[src/rtl/cpr_pkg.sv]
package cpr_pkg;

	// Fixed field widths of the access and result transactions.
	localparam int ADDR_W    = 24;
	localparam int PHYS_W    = 44;
	localparam int CNT_W     = 32;
	localparam int IDENT_W   = 13;
	localparam int STATUS_W  = 2;
	localparam int CFG_IDX_W = 1;
	localparam int CFG_DAT_W = 32;

	// Configuration register indices.
	localparam logic [CFG_IDX_W-1:0] REG_PERIOD_LENGTH  = 1'd0;
	localparam logic [CFG_IDX_W-1:0] REG_IDENTITY_PAGES = 1'd1;

	// Configuration reset values.
	localparam logic [CNT_W-1:0]   PERIOD_LENGTH_RESET  = 32'd1000;
	localparam logic [IDENT_W-1:0] IDENTITY_PAGES_RESET = 13'd4096;

	// Result status codes.
	localparam logic [STATUS_W-1:0] STATUS_OK        = 2'd0;
	localparam logic [STATUS_W-1:0] STATUS_UNMAPPED  = 2'd1;
	localparam logic [STATUS_W-1:0] STATUS_EXHAUSTED = 2'd2;

	// One page table entry as held in the table memory.
	typedef struct packed {
		logic             valid;
		logic             read_seen;
		logic [CNT_W-1:0] phys_page;
		logic [CNT_W-1:0] write_period;
		logic [CNT_W-1:0] read_period;
	} entry_t;

	typedef enum logic [1:0] {
		ST_CLEAR,
		ST_IDLE,
		ST_LOOKUP
	} state_t;

	// Commands from the controller to the datapath.
	typedef struct packed {
		logic clear;
		logic accept;
		logic update;
	} cmd_t;

	// Status from the datapath back to the controller.
	typedef struct packed {
		logic clear_last;
		logic out_busy;
	} stat_t;

	function automatic logic [CNT_W-1:0] sat_inc(logic [CNT_W-1:0] v);
		return (v == '1) ? v : v + CNT_W'(1);
	endfunction

endpackage

[src/rtl/cpr_ctrl.sv]
module cpr_ctrl (
	input  logic             clk,
	input  logic             arst_n,
	input  logic             in_valid,
	input  cpr_pkg::stat_t   stat,
	output cpr_pkg::cmd_t    cmd,
	output logic             in_stall
);

	cpr_pkg::state_t state_q;
	cpr_pkg::state_t state_n;

	always_ff @(posedge clk or negedge arst_n) begin
		if (!arst_n) begin
			state_q <= cpr_pkg::ST_CLEAR;
		end else begin
			state_q <= state_n;
		end
	end

	always_comb begin
		state_n = state_q;
		unique case (state_q)
			cpr_pkg::ST_CLEAR: begin
				if (stat.clear_last) begin
					state_n = cpr_pkg::ST_IDLE;
				end
			end
			cpr_pkg::ST_IDLE: begin
				if (in_valid) begin
					state_n = cpr_pkg::ST_LOOKUP;
				end
			end
			cpr_pkg::ST_LOOKUP: begin
				if (!stat.out_busy) begin
					state_n = cpr_pkg::ST_IDLE;
				end
			end
			default: state_n = cpr_pkg::ST_CLEAR;
		endcase
	end

	always_comb begin
		cmd      = '0;
		in_stall = 1'b1;
		unique case (state_q)
			cpr_pkg::ST_CLEAR: begin
				cmd.clear = 1'b1;
			end
			cpr_pkg::ST_IDLE: begin
				in_stall   = 1'b0;
				cmd.accept = in_valid;
			end
			cpr_pkg::ST_LOOKUP: begin
				cmd.update = !stat.out_busy;
			end
			default: begin
				cmd      = '0;
				in_stall = 1'b1;
			end
		endcase
	end

endmodule

[config.mk]
export PLATFORM = sky130hd
export DESIGN_NAME = cpr_ctrl
export DESIGN_NICKNAME = d
export VERILOG_FILES = /design/src/rtl/cpr_pkg.sv /design/src/rtl/cpr_ctrl.sv
export SDC_FILE = /design/constraint.sdc
export NUM_CORES = 1
export LEC_CHECK = 0
export BUFFER_PORTS_ARGS = -buffer_cell sky130_fd_sc_hd__buf_2
export CORE_AREA = 2 2 39 41
export DETAILED_ROUTE_END_ITERATION = 10
export DIE_AREA = 0 0 41 43
export PLACE_DENSITY = 0.32
export SYNTH_ARGS = -nofsm -noshare
export SYNTH_HDL_FRONTEND = slang
export SYNTH_SLANG_ARGS = --single-unit
export TNS_END_PERCENT = 50
[constraint.sdc]
create_clock -name clk -period 1.38 [get_ports clk]
set_input_delay 0.138 -clock clk [delete_from_list [all_inputs] [get_ports clk]]
set_output_delay 0.138 -clock clk [all_outputs]
set_load 0.1 [all_outputs]
==> impl_metrics.ini <==
[detailed_routing]
vias = 128
viasPerCell = 3.200
routedWlPerCell_um = 7.650
wl_um = 306
drc = 0
ant_nets = 0
drtIter0Drc = 3
firstDrtPassIters = 3

[placement]
port-buffer-count = 8
gp_congestion = 0.6185
pre_cts_ws_ns = 0.3153

[hold_path]
hold_path.class = in -> async

[global_routing]
track_usage_pct = 5.025
grt_max_degree = 7
overflow = 0
grt_pass1_vias = 130
grt_pass1_wl_um = 496
antenna_found_initial = 0

[clock_tree]
post_cts_buffers = 0
clk_pin_slew_worst_paths_ns = 0.03
cts.sinks = 2
clock_latency_ns = 0.22
cts_made_buffers = 3
cts.root.buffer_cell = clkbuf_4
clockBufferDepth = 2
h-tree-depth = 1
cts_tree = built

[synth]
yosysTopAreaCell = dfrtp_1
synth_edf_count = 0
synth_top_cells_by_count = dfrtp_1, nand2_1, nor2_1
synth_ff_type = dfrtp_1
synth_seq_cells = 2
syn_inst = 12
syn_area_um2 = 108.9
syn_nets = 17
async_flop_share_pct = 100.0
ys_seq_area_share_pct = 45.98
synth_top_area_share_pct = 45.98
synth_warnings = 0
yosys-top-cells-area = dfrtp_1, nor3b_2, a31o_1
syn_avg_cell_area_um2 = 9.071
synth.distinct_cells = 9

[die]
fp-row-count = 14
die_w_um = 41
die_area_mm2 = 0.001763
pin_count = 9
die_h_um = 43
coreArea_mm2 = 0.001384
initial_core_util_pct = 7.866

[timing]
max_slew.worst_pin.slew_ns = 0.2083
rsz0062_at_grt = no
min_period_over_period_pct = 92.06
finalSetupTns_ns = 0
setup_viol = 0
finalHoldViolCount = 0
clock.fmax_mhz = 787.2
drv_slew = 0
maxSlewHeadroom_pct = 86.10
skew_ns = 0.0001434
fin_crit_ns = 1.270
setup_slack_ns = 0.1096

[run_status]
status = complete, no violations

[worst_setup_path]
r2r_start = state_q[0]
critPathArrivalTime_ns = 1.13
critPathSlowestCell = dfrtp_1
crit_start = state_q[1]
critPathBufInv = 1
critPathRequiredTime_ns = 1.24
path_cells = nor3b_4, buf_12
crit_path_max_fanout = 6
crit_family = flip-flops
r2r_setup_slack_ns = 0.37
cp_slowest_stage_delay_ns = 0.43
critical_path_class = reg -> out
cp-start-kind = flip-flop
cp-end-kind = output port

[cells_and_area]
n_antenna_cell = 0
regMostFlops = state_q
top_regs = state_q x2
area_delta_synth_final_pct = 151.7
nFillCells = 151
largest_reg_flops = 2
drive_gt1_share_pct = 62.50
nets = 31

[job]
maxCapViolations = 0
-- layout by cell type (no fill, tap or decap) --
cell type	instances
or2_0	1
dfrtp_1	1
nand2_1	2
inv_1	1
nor3b_4	1
a31o_1	1
clkbuf_4	3
nor2_2	2
dfrtp_2	1
buf_2	4
o21ai_0	1
nand3b_1	1
buf_12	4
dlygate4sd3_1	1
-- layer usage --
layer / share of wire [%] / wire length, um / global-route usage (%)
met1: 51 / 155 / 5.484
met3: 15 / 46 / 3.141
met2: 34 / 105 / 4.688
met4: 0 / 0 / 8.000
met5: 0 / 0 / 0
-- final timing paths --
check                      cells past startpoint    endpoint
setup / recovery                               2      cmd[0]
hold / removal                                 2  state_q[0]
setup reg to reg                               2  state_q[0]
hold reg to reg                                1  state_q[1]
max in group asynchronous                      2  state_q[0]
min in group clk                               3  state_q[1]
-- final cells by class --
type,instances,area [um^2],share of cell area (%)
Timing Repair Buffer,9,110.1,40.18
Inverter,1,3.754,1.370
Sequential cell,2,51.30,18.72
Clock buffer,3,22.52,8.219
Multi-Input combinational cell,9,66.31,24.20
Tap cell,16,20.02,7.306
-- logic make-up (layout without fill, tap and decap cells) --
logic type / after synthesis / after routing / share of synthesized area, %
simple gates: 7 / 7 / 37.94
flops: 2 / 2 / 45.98
compound gates: 2 / 2 / 12.64
buf+inv: 1 / 13 / 3.445
-- through the flow --
step | util (%) | cell area (um^2) | hold WS [ns] | cells
after floorplan | - | 120.1 | -0.1576 | 12
after global placement | 17.36 | 240.2 | -0.07641 | 36
after detailed placement | 17.36 | 240.2 | -0.07431 | 36
after CTS | 19.71 | 272.8 | 0.2140 | 40
after global routing | 19.80 | 274.0 | 0.2175 | 40
final | 19.80 | 274.0 | 0.2314 | 40
-- repair_timing --
| item | 4_1_cts | 5_1_grt |
|---|---|---|
| hold buffers | 1 | 0 |
| setup endpoints to repair | 0 | 1 |
| gates resized for setup | 0 | 1 |
| hold endpoints to repair | 2 | 0 |
Power is not shown: default switching activity piles up to over one toggle a cycle in this logic, so the estimate is an artifact.
